[config.mk]
export PLATFORM = sky130hd
export DESIGN_NAME = uart_rx_tx_ring_buffers_top_flat
export DESIGN_NICKNAME = d
export VERILOG_FILES = /design/src/hw/rtl/uartrb_pkg.sv /design/src/hw/rtl/uartrb_req_if.sv /design/src/hw/rtl/uartrb_rsp_if.sv /design/src/hw/rtl/uart_rx_tx_ring_buffers_top.sv /design/src/hw/rtl/uartrb_ram.sv /design/src/hw/rtl/uartrb_ctrl.sv /design/src/flat_wrapper.sv
export SDC_FILE = /design/constraint.sdc
export NUM_CORES = 1
export LEC_CHECK = 0
export ABC_AREA = 1
export BUFFER_PORTS_ARGS = -buffer_cell sky130_fd_sc_hd__buf_2
export CORE_ASPECT_RATIO = 1.2
export CORE_MARGIN = 1.5
export CORE_UTILIZATION = 55
export DETAILED_ROUTE_END_ITERATION = 7
export GPL_TIMING_DRIVEN = 0
export PLACE_DENSITY = 0.71
export REMOVE_ABC_BUFFERS = 1
export SYNTH_ARGS = -nofsm -noshare
export SYNTH_HDL_FRONTEND = slang
export SYNTH_HIERARCHICAL = 1
export SYNTH_SLANG_ARGS = --single-unit
export TNS_END_PERCENT = 100
[constraint.sdc]
create_clock -name clk_i -period 7.3 [get_ports clk_i]
set_clock_uncertainty 0.2 [all_clocks]
set_input_delay 0.73 -clock clk_i [delete_from_list [all_inputs] [get_ports clk_i]]
set_output_delay 0.73 -clock clk_i [all_outputs]
set_load 0.01 [all_outputs]
[src/hw/rtl/uartrb_pkg.sv]
`timescale 1ns / 1ps

package uartrb_pkg;

  localparam int RX_DEPTH = 64;
  localparam int TX_DEPTH = 64;
  localparam int RX_PTR_W = $clog2(RX_DEPTH);
  localparam int TX_PTR_W = $clog2(TX_DEPTH);
  localparam int BYTE_W   = 8;
  localparam int CNT_W    = 6;
  localparam int REQ_W    = 2;
  localparam int CNT_MAX  = (1 << CNT_W) - 1;

  typedef enum logic [REQ_W-1:0] {
    REQ_RX_BYTE  = 2'd0,
    REQ_TX_WRITE = 2'd1,
    REQ_SW_READ  = 2'd2,
    REQ_TX_READY = 2'd3
  } req_type_e;

  typedef logic [RX_PTR_W-1:0] rx_ptr_t;
  typedef logic [TX_PTR_W-1:0] tx_ptr_t;

  typedef struct packed {
    logic              we;
    rx_ptr_t           waddr;
    logic [BYTE_W-1:0] wdata;
    logic              re;
    rx_ptr_t           raddr;
  } rx_mem_req_t;

  typedef struct packed {
    logic              we;
    tx_ptr_t           waddr;
    logic [BYTE_W-1:0] wdata;
    logic              re;
    tx_ptr_t           raddr;
  } tx_mem_req_t;

  function automatic rx_ptr_t rx_next(input rx_ptr_t p);
    return (p == RX_PTR_W'(RX_DEPTH - 1)) ? '0 : p + 1'b1;
  endfunction

  function automatic tx_ptr_t tx_next(input tx_ptr_t p);
    return (p == TX_PTR_W'(TX_DEPTH - 1)) ? '0 : p + 1'b1;
  endfunction

  function automatic logic [CNT_W-1:0] rx_fill(input rx_ptr_t wp, input rx_ptr_t rp);
    logic [RX_PTR_W:0] c;
    if (wp >= rp) begin
      c = {1'b0, wp} - {1'b0, rp};
    end else begin
      c = (RX_PTR_W + 1)'(RX_DEPTH) + {1'b0, wp} - {1'b0, rp};
    end
    if (int'(c) > CNT_MAX) begin
      return CNT_W'(CNT_MAX);
    end
    return CNT_W'(c);
  endfunction

  function automatic logic [CNT_W-1:0] tx_fill(input tx_ptr_t wp, input tx_ptr_t rp);
    logic [TX_PTR_W:0] c;
    if (wp >= rp) begin
      c = {1'b0, wp} - {1'b0, rp};
    end else begin
      c = (TX_PTR_W + 1)'(TX_DEPTH) + {1'b0, wp} - {1'b0, rp};
    end
    if (int'(c) > CNT_MAX) begin
      return CNT_W'(CNT_MAX);
    end
    return CNT_W'(c);
  endfunction

endpackage

[src/hw/rtl/uartrb_req_if.sv]
`timescale 1ns / 1ps

interface uartrb_req_if import uartrb_pkg::*; ();
  logic              valid;
  logic              ready;
  logic [REQ_W-1:0]  req_type;
  logic [BYTE_W-1:0] byte_in;
  logic              line_idle;

  modport source (output valid, req_type, byte_in, line_idle, input ready);
  modport sink   (input valid, req_type, byte_in, line_idle, output ready);
endinterface

[src/hw/rtl/uartrb_rsp_if.sv]
`timescale 1ns / 1ps

interface uartrb_rsp_if import uartrb_pkg::*; ();
  logic              valid;
  logic              ready;
  logic              line_valid;
  logic [BYTE_W-1:0] line_byte;
  logic              read_valid;
  logic [BYTE_W-1:0] read_byte;
  logic              rx_dropped;
  logic              tx_rejected;
  logic [CNT_W-1:0]  rx_count;
  logic [CNT_W-1:0]  tx_count;

  modport source (output valid, line_valid, line_byte, read_valid, read_byte,
                  rx_dropped, tx_rejected, rx_count, tx_count, input ready);
  modport sink   (input valid, line_valid, line_byte, read_valid, read_byte,
                  rx_dropped, tx_rejected, rx_count, tx_count, output ready);
endinterface

[src/hw/rtl/uart_rx_tx_ring_buffers_top.sv]
`timescale 1ns / 1ps
// Every response is registered in an output register; a request that pops a byte from a ring
// first passes through a read state, because the ring memories have a registered read port.
// One request per cycle is taken while no response stalls; a pop holds off the next request
// in its read state. A pending response is held in the output register until it is taken.
// Reset clears the ring pointers, the drain flag and the response valid; ring contents
// are not cleared and need no clearing pass.

module uart_rx_tx_ring_buffers_top import uartrb_pkg::*; (
  input  logic         clk_i,
  input  logic         rst_ni,
  uartrb_req_if.sink   req_i,
  uartrb_rsp_if.source rsp_o
);

  rx_mem_req_t       rx_mem;
  tx_mem_req_t       tx_mem;
  logic [BYTE_W-1:0] rx_rdata;
  logic [BYTE_W-1:0] tx_rdata;

  uartrb_ctrl u_ctrl (
    .clk_i      (clk_i),
    .rst_ni     (rst_ni),
    .req_i      (req_i),
    .rsp_o      (rsp_o),
    .rx_mem_o   (rx_mem),
    .tx_mem_o   (tx_mem),
    .rx_rdata_i (rx_rdata),
    .tx_rdata_i (tx_rdata)
  );

  uartrb_ram #(
    .Width (BYTE_W),
    .Depth (RX_DEPTH)
  ) u_rx_ram (
    .clk_i   (clk_i),
    .we_i    (rx_mem.we),
    .waddr_i (rx_mem.waddr),
    .wdata_i (rx_mem.wdata),
    .re_i    (rx_mem.re),
    .raddr_i (rx_mem.raddr),
    .rdata_o (rx_rdata)
  );

  uartrb_ram #(
    .Width (BYTE_W),
    .Depth (TX_DEPTH)
  ) u_tx_ram (
    .clk_i   (clk_i),
    .we_i    (tx_mem.we),
    .waddr_i (tx_mem.waddr),
    .wdata_i (tx_mem.wdata),
    .re_i    (tx_mem.re),
    .raddr_i (tx_mem.raddr),
    .rdata_o (tx_rdata)
  );

endmodule

[src/hw/rtl/uartrb_ram.sv]
`timescale 1ns / 1ps

module uartrb_ram #(
  parameter int Width = 8,
  parameter int Depth = 64
) (
  input  logic                     clk_i,
  input  logic                     we_i,
  input  logic [$clog2(Depth)-1:0] waddr_i,
  input  logic [Width-1:0]         wdata_i,
  input  logic                     re_i,
  input  logic [$clog2(Depth)-1:0] raddr_i,
  output logic [Width-1:0]         rdata_o
);

  logic [Width-1:0] mem [Depth];
  logic [Width-1:0] rdata_q;

  always_ff @(posedge clk_i) begin
    if (we_i) begin
      mem[waddr_i] <= wdata_i;
    end
    if (re_i) begin
      rdata_q <= mem[raddr_i];
    end
  end

  assign rdata_o = rdata_q;

endmodule

[src/hw/rtl/uartrb_ctrl.sv]
`timescale 1ns / 1ps

module uartrb_ctrl import uartrb_pkg::*; (
  input  logic              clk_i,
  input  logic              rst_ni,
  uartrb_req_if.sink        req_i,
  uartrb_rsp_if.source      rsp_o,
  output rx_mem_req_t       rx_mem_o,
  output tx_mem_req_t       tx_mem_o,
  input  logic [BYTE_W-1:0] rx_rdata_i,
  input  logic [BYTE_W-1:0] tx_rdata_i
);

  localparam logic ST_IDLE = 1'b0;
  localparam logic ST_READ = 1'b1;

  localparam logic [1:0] SRC_NONE = 2'd0;
  localparam logic [1:0] SRC_RX   = 2'd1;
  localparam logic [1:0] SRC_TX   = 2'd2;

  logic    state_q, state_d;
  rx_ptr_t rx_wp_q, rx_wp_d, rx_rp_q, rx_rp_d;
  tx_ptr_t tx_wp_q, tx_wp_d, tx_rp_q, tx_rp_d;
  logic    drain_q, drain_d;
  logic    out_valid_q;
  logic [1:0] src_q, src_d;

  logic              line_valid_q, read_valid_q, rx_dropped_q, tx_rejected_q;
  logic [BYTE_W-1:0] line_byte_q, read_byte_q;
  logic [CNT_W-1:0]  rx_count_q, tx_count_q;

  logic              lv, rv, drop, rej, direct;
  logic              accept;
  rx_ptr_t           rx_wp_inc, rx_rp_inc;
  tx_ptr_t           tx_wp_inc, tx_rp_inc;
  req_type_e         kind;

  assign req_i.ready = (state_q == ST_IDLE) && (!out_valid_q || rsp_o.ready);
  assign accept      = req_i.valid && req_i.ready;
  assign kind        = req_type_e'(req_i.req_type);

  assign rx_wp_inc = rx_next(rx_wp_q);
  assign rx_rp_inc = rx_next(rx_rp_q);
  assign tx_wp_inc = tx_next(tx_wp_q);
  assign tx_rp_inc = tx_next(tx_rp_q);

  always_comb begin
    rx_wp_d  = rx_wp_q;
    rx_rp_d  = rx_rp_q;
    tx_wp_d  = tx_wp_q;
    tx_rp_d  = tx_rp_q;
    drain_d  = drain_q;
    src_d    = SRC_NONE;
    lv       = 1'b0;
    rv       = 1'b0;
    drop     = 1'b0;
    rej      = 1'b0;
    direct   = 1'b0;
    rx_mem_o = '{we: 1'b0, waddr: rx_wp_q, wdata: req_i.byte_in, re: 1'b0, raddr: rx_rp_q};
    tx_mem_o = '{we: 1'b0, waddr: tx_wp_q, wdata: req_i.byte_in, re: 1'b0, raddr: tx_rp_q};
    if (accept) begin
      case (kind)
        REQ_RX_BYTE: begin
          rx_mem_o.we = 1'b1;
          rx_wp_d     = rx_wp_inc;
          if (rx_wp_inc == rx_rp_q) begin
            rx_rp_d = rx_rp_inc;
            drop    = 1'b1;
          end
        end
        REQ_TX_WRITE: begin
          if ((tx_wp_q == tx_rp_q) && req_i.line_idle) begin
            lv     = 1'b1;
            direct = 1'b1;
          end else if (tx_wp_inc == tx_rp_q) begin
            rej = 1'b1;
          end else begin
            tx_mem_o.we = 1'b1;
            tx_wp_d     = tx_wp_inc;
            drain_d     = 1'b1;
          end
        end
        REQ_SW_READ: begin
          if (rx_wp_q != rx_rp_q) begin
            rx_mem_o.re = 1'b1;
            rx_rp_d     = rx_rp_inc;
            rv          = 1'b1;
            src_d       = SRC_RX;
          end
        end
        REQ_TX_READY: begin
          if (drain_q && (tx_wp_q != tx_rp_q)) begin
            tx_mem_o.re = 1'b1;
            tx_rp_d     = tx_rp_inc;
            lv          = 1'b1;
            src_d       = SRC_TX;
          end
          if (tx_wp_q == tx_rp_d) begin
            drain_d = 1'b0;
          end
        end
        default: begin
        end
      endcase
    end
  end

  always_comb begin
    state_d = state_q;
    if (accept && (src_d != SRC_NONE)) begin
      state_d = ST_READ;
    end else if (state_q == ST_READ) begin
      state_d = ST_IDLE;
    end
  end

  always_ff @(posedge clk_i or negedge rst_ni) begin
    if (!rst_ni) begin
      state_q     <= ST_IDLE;
      rx_wp_q     <= '0;
      rx_rp_q     <= '0;
      tx_wp_q     <= '0;
      tx_rp_q     <= '0;
      drain_q     <= 1'b0;
      out_valid_q <= 1'b0;
      src_q       <= SRC_NONE;
    end else begin
      state_q <= state_d;
      rx_wp_q <= rx_wp_d;
      rx_rp_q <= rx_rp_d;
      tx_wp_q <= tx_wp_d;
      tx_rp_q <= tx_rp_d;
      drain_q <= drain_d;
      if (accept) begin
        out_valid_q <= (src_d == SRC_NONE);
        src_q       <= src_d;
      end else if (state_q == ST_READ) begin
        out_valid_q <= 1'b1;
      end else if (rsp_o.ready) begin
        out_valid_q <= 1'b0;
      end
    end
  end

  always_ff @(posedge clk_i) begin
    if (accept) begin
      line_valid_q  <= lv;
      line_byte_q   <= direct ? req_i.byte_in : '0;
      read_valid_q  <= rv;
      read_byte_q   <= '0;
      rx_dropped_q  <= drop;
      tx_rejected_q <= rej;
      rx_count_q    <= rx_fill(rx_wp_d, rx_rp_d);
      tx_count_q    <= tx_fill(tx_wp_d, tx_rp_d);
    end else if (state_q == ST_READ) begin
      if (src_q == SRC_RX) begin
        read_byte_q <= rx_rdata_i;
      end
      if (src_q == SRC_TX) begin
        line_byte_q <= tx_rdata_i;
      end
    end
  end

  assign rsp_o.valid       = out_valid_q;
  assign rsp_o.line_valid  = line_valid_q;
  assign rsp_o.line_byte   = line_byte_q;
  assign rsp_o.read_valid  = read_valid_q;
  assign rsp_o.read_byte   = read_byte_q;
  assign rsp_o.rx_dropped  = rx_dropped_q;
  assign rsp_o.tx_rejected = tx_rejected_q;
  assign rsp_o.rx_count    = rx_count_q;
  assign rsp_o.tx_count    = tx_count_q;

endmodule
[src/flat_wrapper.sv]
// flat-port wrapper written by rule: the top's interface ports become plain ports
module uart_rx_tx_ring_buffers_top_flat import uartrb_pkg::*;
  (clk_i, rst_ni, req_i_valid, req_i_req_type, req_i_byte_in, req_i_line_idle, req_i_ready, rsp_o_valid, rsp_o_line_valid, rsp_o_line_byte, rsp_o_read_valid, rsp_o_read_byte, rsp_o_rx_dropped, rsp_o_tx_rejected, rsp_o_rx_count, rsp_o_tx_count, rsp_o_ready);
  uartrb_req_if req_i_i ();
  uartrb_rsp_if rsp_o_i ();
  input  logic clk_i;
  input  logic rst_ni;
  input wire logic [$bits(req_i_i.valid)-1:0] req_i_valid;
  input wire logic [$bits(req_i_i.req_type)-1:0] req_i_req_type;
  input wire logic [$bits(req_i_i.byte_in)-1:0] req_i_byte_in;
  input wire logic [$bits(req_i_i.line_idle)-1:0] req_i_line_idle;
  output wire logic [$bits(req_i_i.ready)-1:0] req_i_ready;
  output wire logic [$bits(rsp_o_i.valid)-1:0] rsp_o_valid;
  output wire logic [$bits(rsp_o_i.line_valid)-1:0] rsp_o_line_valid;
  output wire logic [$bits(rsp_o_i.line_byte)-1:0] rsp_o_line_byte;
  output wire logic [$bits(rsp_o_i.read_valid)-1:0] rsp_o_read_valid;
  output wire logic [$bits(rsp_o_i.read_byte)-1:0] rsp_o_read_byte;
  output wire logic [$bits(rsp_o_i.rx_dropped)-1:0] rsp_o_rx_dropped;
  output wire logic [$bits(rsp_o_i.tx_rejected)-1:0] rsp_o_tx_rejected;
  output wire logic [$bits(rsp_o_i.rx_count)-1:0] rsp_o_rx_count;
  output wire logic [$bits(rsp_o_i.tx_count)-1:0] rsp_o_tx_count;
  input wire logic [$bits(rsp_o_i.ready)-1:0] rsp_o_ready;
  assign req_i_i.valid = req_i_valid;
  assign req_i_i.req_type = req_i_req_type;
  assign req_i_i.byte_in = req_i_byte_in;
  assign req_i_i.line_idle = req_i_line_idle;
  assign req_i_ready = req_i_i.ready;
  assign rsp_o_valid = rsp_o_i.valid;
  assign rsp_o_line_valid = rsp_o_i.line_valid;
  assign rsp_o_line_byte = rsp_o_i.line_byte;
  assign rsp_o_read_valid = rsp_o_i.read_valid;
  assign rsp_o_read_byte = rsp_o_i.read_byte;
  assign rsp_o_rx_dropped = rsp_o_i.rx_dropped;
  assign rsp_o_tx_rejected = rsp_o_i.tx_rejected;
  assign rsp_o_rx_count = rsp_o_i.rx_count;
  assign rsp_o_tx_count = rsp_o_i.tx_count;
  assign rsp_o_i.ready = rsp_o_ready;
  uart_rx_tx_ring_buffers_top u_core (.clk_i(clk_i), .rst_ni(rst_ni), .req_i(req_i_i), .rsp_o(rsp_o_i));
endmodule
==> results of run 1 <==
sequential cells by signal (all words and copies together), names as in the netlist:
name and count:
u_core/u_ctrl/rx_rp_q 6, u_core/u_ctrl/rx_wp_q 6, u_core/u_ctrl/rsp_o.read_valid 1, u_core/u_ctrl/rsp_o.valid 1
u_core/u_ctrl/rsp_o.tx_rejected 1, u_core/u_ctrl/rsp_o.tx_count 6, u_core/u_ctrl/rsp_o.rx_count 6, u_core/u_ctrl/rsp_o.read_byte 8
u_core/u_ctrl/src_q 2, u_core/u_ctrl/rsp_o.rx_dropped 1, u_core/u_tx_ram/rdata_o 8, u_core/u_ctrl/tx_rp_q 6
u_core/u_ctrl/tx_wp_q 6, u_core/u_rx_ram/rdata_o 8, u_core/u_ctrl/drain_q 1, u_core/u_ctrl/state_q 1
u_core/u_tx_ram/mem 512, u_core/u_rx_ram/mem 512, u_core/u_ctrl/rsp_o.line_byte 8, u_core/u_ctrl/rsp_o.line_valid 1
final cells by class:
| class | count | area [sq um] | area share (%) |
|---|---|---|---|
| inverters | 103 | 412 | 0.808 |
| multi-input cells | 2675 | 12000 | 23.6 |
| repair buffers | 86 | 985 | 1.93 |
| clock inverters | 47 | 338 | 0.663 |
| flip-flops and latches | 1101 | 32900 | 64.5 |
| well taps | 1130 | 1410 | 2.78 |
| clock buffers | 143 | 2910 | 5.72 |
per-stage QoR:
stage	util [%]	hold slack, ns	cell area (sq um)	setup slack, ns	std cells
4_1_cts	60.2	0.0946	50900	1.69	5285
6_report	60.2	0.125	50900	1.60	5285
3_5_place_dp	56.3	0.266	47700	1.26	5094
2_1_floorplan	-	0.234	45100	-0.421	3879
3_3_place_gp	55.3	0.255	46800	-5.98	5057
5_1_grt	60.2	0.128	50900	1.31	5285
cells in the final DEF (no fill, tap or decap), types with 8 or more instances in the layout:
cell,instances
nand2_1,1392
edfxtp_1,1064
nand3_1,918
nor2_1,163
clkbuf_16,108
inv_1,93
buf_2,40
o21ai_0,34
clkbuf_1,27
nand4_1,27
buf_4,22
clkinv_2,21
buf_16,21
a21oi_1,21
dfrtp_1,21
clkinv_1,19
ha_1,16
nor4_2,16
xor2_1,13
xnor2_1,11
clkbuf_8,8
nand2_2,8
a32o_1,8
dfxtp_1,8
power by group:
part	internal [mW]	switching, mW
sequential	7.16	0.505
clock	2.92	2.23
combinational	1.72	3.90
total	11.8	6.64
cells by family after synthesis:
group	after synthesis	share of synthesized area (%)
simple gates	2548	23.3
flops	1101	70.0
compound gates	84	1.08
mux	1	0.0213
fa+ha+maj	18	0.512
xor+xnor	24	0.448
buf+inv	353	4.62
per-layer routing:
metal | global-route usage (%) | wire length (um) | part of all wire [%]
met2 | 42.7 | 54500 | 50
met4 | 9.99 | 3980 | 3.6
met1 | 32.3 | 43400 | 40
met3 | 3.23 | 7530 | 6.9
met5 | 0 | 13 | 0.012
worst min path at each step:
stage | from | end | slack [ns]
finish | req_i_valid | u_core/u_ctrl/rsp_o.valid | 0.12
global route | req_i_valid | u_core/u_ctrl/rsp_o.valid | 0.13
CTS | req_i_valid | u_core/u_ctrl/rsp_o.valid | 0.09
detailed placement | u_core/u_ctrl/drain_q | u_core/u_ctrl/drain_q | 0.27
global placement | u_core/u_ctrl/drain_q | u_core/u_ctrl/drain_q | 0.26
floorplan | rst_ni | u_core/u_ctrl/drain_q | 0.23
worst max-delay path: stages, from the launching register on:
cell and delay [ns]:
dfrtp_1 0.38, a21oi_1 0.25, nand2_1 0.77, nor2_1 0.40, nand2_1 0.24, nor2_1 0.90
nand2_1 0.15, xor2_1 0.30, ha_1 0.33, a21oi_1 0.14, inv_1 0.07, a21oi_1 0.13
o21ai_0 0.09, a21oi_1 0.13, o21ai_0 0.17, o21ai_0 0.20, a21oi_1 0.12, o21ai_0 0.23
xor2_1 0.17, nand2_1 0.06
repair_timing:
action | CTS | global route
hold endpoints to repair | 29 | 0
hold buffers | 1 | 0
resized for setup | 0 | 0
==> flow_summary.json, run 1 <==
{
  "ant_nets": 0,
  "antenna_cells": 0,
  "htree_levels": 3,
  "antenna_found_initial": 2,
  "r2r_slack_ns": 1.60,
  "cts_buffers": 104,
  "ir_worst_vdd_mv": 0.453,
  "syn_to_final_growth_pct": 8.58,
  "clk_latency_ns": 0.65,
  "totalPowerFinal_mw": 18.4,
  "status": "complete, no violations",
  "synth_common_cells": "nand2_1 (1392), edfxtp_1 (1064), nand3_1 (918), nor2_1 (163), inv_1 (95)",
  "period_share_pct": 78.1,
  "finalSetupViolCount": 0,
  "drc": 0,
  "routed_wl_um": 109000,
  "seq_area_frac_synth_pct": 70.0,
  "hold_depth": 3,
  "grt_overflow": 0,
  "rr_startpoint": "u_core/u_ctrl/rsp_o.valid",
  "cts_root_buf": "clkbuf_16",
  "drtPass1Iterations": 5,
  "cts_buffer_depth": 3,
  "synth_edf_count": 1064,
  "vias_per_cell": 5.78,
  "hpwl_um": 63500,
  "yosysTopAreaCellShare_pct": 68.1,
  "r2r_end": "u_core/u_ctrl/rsp_o.tx_count[5]",
  "core_sq_um": 84600,
  "die-area_sq_um": 87100,
  "setup_tns_ns": 0,
  "finalMaxSlewViolations": 0,
  "maxCapViolCount": 0,
  "die_y_um": 323,
  "cts_tree": "yes",
  "endpoint_kind": "register",
  "layout.nets": 4104,
  "synth_area_per_cell_sq_um": 11.4,
  "slew_headroom_pct": 8.08,
  "cp-start-kind": "register",
  "yosysWarnings": 6,
  "vias": 30600,
  "post_cts_buffers": 0,
  "io_buffers": 48,
  "endpoint": "u_core/u_ctrl/rsp_o.tx_count[5]",
  "ys_top_cells_by_area": "edfxtp_1 (68%), nand2_1 (11%), nand3_1 (9.8%)",
  "tightest_slew_ns": 1.38,
  "gp_congestion": 0.867,
  "min_path_type": "input pin to register",
  "grt_usage_pct": 24.9,
  "fmax_mhz": 175,
  "finalHoldViolations": 0,
  "drive_gt1_share_pct": 7.03,
  "crit_fanout": 23,
  "synth_seq_cells": 1101,
  "ys_async_sr_fraction_pct": 2.63,
  "wire_per_inst_um": 20.7,
  "nFillCells": 6670,
  "grt_setup_unrepaired": "no",
  "grt_pass1_wl_um": 168000,
  "io_pins": 49,
  "synth_top_area_cell": "edfxtp_1",
  "initial_utilization_pct": 55.4,
  "grt_max_degree": 162,
  "synth-main-ff-cell": "edfxtp_1",
  "power_density_nw_per_um2": 362,
  "syn-instance-count": 4129,
  "min_period_ns": 5.70,
  "reg2reg_depth": 19,
  "cts_sinks": 1101,
  "crit_type": "register to register",
  "startpoint": "u_core/u_ctrl/rsp_o.valid",
  "core.rowCount": 117,
  "die_x_um": 270,
  "syn_area_sq_um": 46900,
  "synth_cell_type_count": 45,
  "required_ns": 7.51,
  "yosysMostFrequentCell": "nand2_1",
  "clk_pin_slew_ns": 0.06,
  "drt_iter0_drc": 3292,
  "p_leak_nw": 18.5,
  "cp.arrival_ns": 5.91,
  "grt_pass1_vias": 29100
}
(Power assumes the default switching activity.)
==> run 2: changes to the inputs <==
==> constraint.sdc (replaced) <==
create_clock -name clk_i -period 5.5 [get_ports clk_i]
set_clock_uncertainty 0.2 [all_clocks]
set_input_delay 0.55 -clock clk_i [delete_from_list [all_inputs] [get_ports clk_i]]
set_output_delay 0.55 -clock clk_i [all_outputs]
set_load 0.01 [all_outputs]
==> run 2 against run 1 <==
  * The run now ends with DRC left
  * Register-to-register slack worse by 1.3 ns
  * Combinational power rose by 33%
  * Sequential cell count did not move
  * Core utilization barely moved
  * Via count grew 0.33%
  * Design area about the same
  * Critical endpoint unchanged
==> flow_summary.json, run 2 (synthesized netlist as in run 1, its figures left out) <==
{
  "p_int_mw": 15.7,
  "final_common_cell": "nand2_1",
  "io_pins": 49,
  "path_common_cell": "a21oi_1",
  "core.rowCount": 117,
  "fmax_mhz": 193,
  "grt_overflow": 0,
  "vias": 30700,
  "status": "complete, but fails checks",
  "violations": "DRC",
  "crit_chain": "inv_1 -> nand2_1 -> a21oi_1 -> and2_1 -> nor2_2 -> inv_2 -> nor2_2 -> nand2_1 -> xor2_1 -> ha_1 -> a21oi_1 -> inv_1 -> a21oi_1 -> o21ai_0 -> a21oi_1 -> o21ai_0 -> o21ai_0 -> a21oi_1 -> o21ai_0 -> xor2_1 -> nand2_1",
  "power_frac_comb_pct": 30.5,
  "grt_pass1_vias": 29100,
  "grt_usage_pct": 24.9,
  "most-common-layout-cells": "nand2_1 (1391), edfxtp_1 (1064), nand3_1 (918)",
  "cts_root_buf": "clkbuf_16",
  "crit_path_max_incr_delay_ns": 0.96,
  "finalHoldViolations": 0,
  "cts_buffer_depth": 3,
  "totalPowerFinal_mw": 24.5,
  "drtPass1Iterations": 8,
  "vias_per_cell": 5.80,
  "post_dp_cell_area_sq_um": 47700,
  "cts_buffers": 104,
  "grt_setup_unrepaired": "no",
  "grt_max_degree": 162,
  "ir_worst_vdd_mv": 0.601,
  "drc": 1,
  "grt_pass1_wl_um": 168000,
  "hpwl_um": 63500,
  "die_y_um": 323,
  "initial_utilization_pct": 55.4,
  "drive_gt1_share_pct": 7.12,
  "pwr-share-clk_pct": 28.0,
  "post_cts_buffers": 0,
  "crit_type": "register to register",
  "core_sq_um": 84600,
  "nFillCells": 6670,
  "die-area_sq_um": 87100,
  "reg.largest.list": "u_core/u_rx_ram/mem (512), u_core/u_tx_ram/mem (512)",
  "cts_sinks": 1101,
  "clk_pin_slew_ns": 0.07,
  "antenna_cells": 0,
  "cp-start-kind": "register",
  "ant_nets": 0,
  "seq_power_share_pct": 41.6,
  "gp_congestion": 0.867,
  "layout.nets": 4106,
  "crit_fanout": 65,
  "power_density_nw_per_um2": 481,
  "cp.arrival_ns": 5.39,
  "clk_latency_ns": 0.65,
  "wire_per_inst_um": 20.7,
  "syn_to_final_growth_pct": 8.64,
  "die_x_um": 270,
  "fin_area_sq_um": 51000,
  "endpoint_kind": "register",
  "p_sw_mw": 8.82,
  "slowest_stage": "dfrtp_4",
  "slew_headroom_pct": 6.64,
  "min_period_ns": 5.18,
  "tightest_slew_ns": 1.40,
  "finalMaxSlewViolations": 0,
  "period_share_pct": 94.3,
  "holdWs_ns": 0.171,
  "drt_iter0_drc": 3221,
  "finalSetupViolCount": 0,
  "netSwitchingFraction_pct": 36.0,
  "htree_levels": 3,
  "routed_wl_um": 110000,
  "required_ns": 5.71,
  "antenna_found_initial": 2,
  "maxCapViolCount": 0,
  "cts_tree": "yes",
  "p_leak_nw": 18.5,
  "min_path_type": "input pin to register",
  "io_buffers": 48
}
==> run 2: worst max-delay path, delay by kind of cell (launching register included) <==
family,cells,cell delay [ns]
AO/OA/AOI/OAI,9,1.32
flip-flops,1,0.96
buffers and inverters,3,0.37
AND/OR/NAND/NOR,6,1.29
adder cells (fa/ha/maj),1,0.33
XOR/XNOR,2,0.45
==> run 2: final timing paths <==
path | cells past startpoint | from | slack [ns] | to
max in group asynchronous | 2 | rst_ni | 4.11 | u_core/u_ctrl/rx_rp_q[2]
min in group asynchronous | 2 | rst_ni | 0.34 | u_core/u_ctrl/rsp_o.valid
max | 21 | u_core/u_ctrl/tx_rp_q[1] | 0.32 | u_core/u_ctrl/rsp_o.tx_count[5]
max reg2reg | 21 | u_core/u_ctrl/tx_rp_q[1] | 0.32 | u_core/u_ctrl/rsp_o.tx_count[5]
min | 1 | req_i_byte_in[2] | 0.17 | u_core/u_tx_ram/mem[61][2]
min reg2reg | 2 | u_core/u_ctrl/drain_q | 0.28 | u_core/u_ctrl/drain_q
==> run 2: layout make-up <==
class	instances	area, sq um	area share, %
clock buffers	143	2910	5.72
clock inverters	47	338	0.663
inverters	103	412	0.808
multi-input cells	2675	12000	23.6
flip-flops and latches	1101	32900	64.5
well taps	1130	1410	2.77
repair buffers	88	1000	1.97
==> run 2: routing by layer <==
layer,up-vias,global-route usage [%],part of all wire [%]
li1,14300,-,-
met1,14700,32.3,39
met2,1365,42.7,50
met3,261,3.23,7.5
met4,2,9.99,3.7
met5,-,0,0.029
==> run 2: power groups by stage <==
stage / Sequential [mW] / Combinational, mW / Clock [mW]
global route: 10.2 / 8.23 / 7.28
finish: 10.2 / 7.46 / 6.85
CTS: 10.2 / 7.37 / 6.93
global placement: 10.9 / 6.80 / 0
floorplan: 10.5 / 4.84 / 0
detailed placement: 10.3 / 7.31 / 0
==> run 2: metrics by stage <==
stage / std cells / worst slack (ns) / utilization [%] / setup TNS (ns)
after CTS: 5287 / 0.218 / 60.2 / 0
after global placement: 5057 / -7.78 / 55.3 / -2903.57
after detailed placement: 5094 / -0.356 / 56.3 / -0.604
after floorplan: 3879 / -2.22 / - / -504.30
final: 5287 / 0.316 / 60.2 / 0
after global routing: 5287 / 0.00138 / 60.2 / 0
==> run 2: what timing repair did <==
item	4_1_cts	5_1_grt
endpoints found under the hold margin	30	0
resized for setup	2	3
hold buffers	3	0
endpoints found under the setup margin	1	1
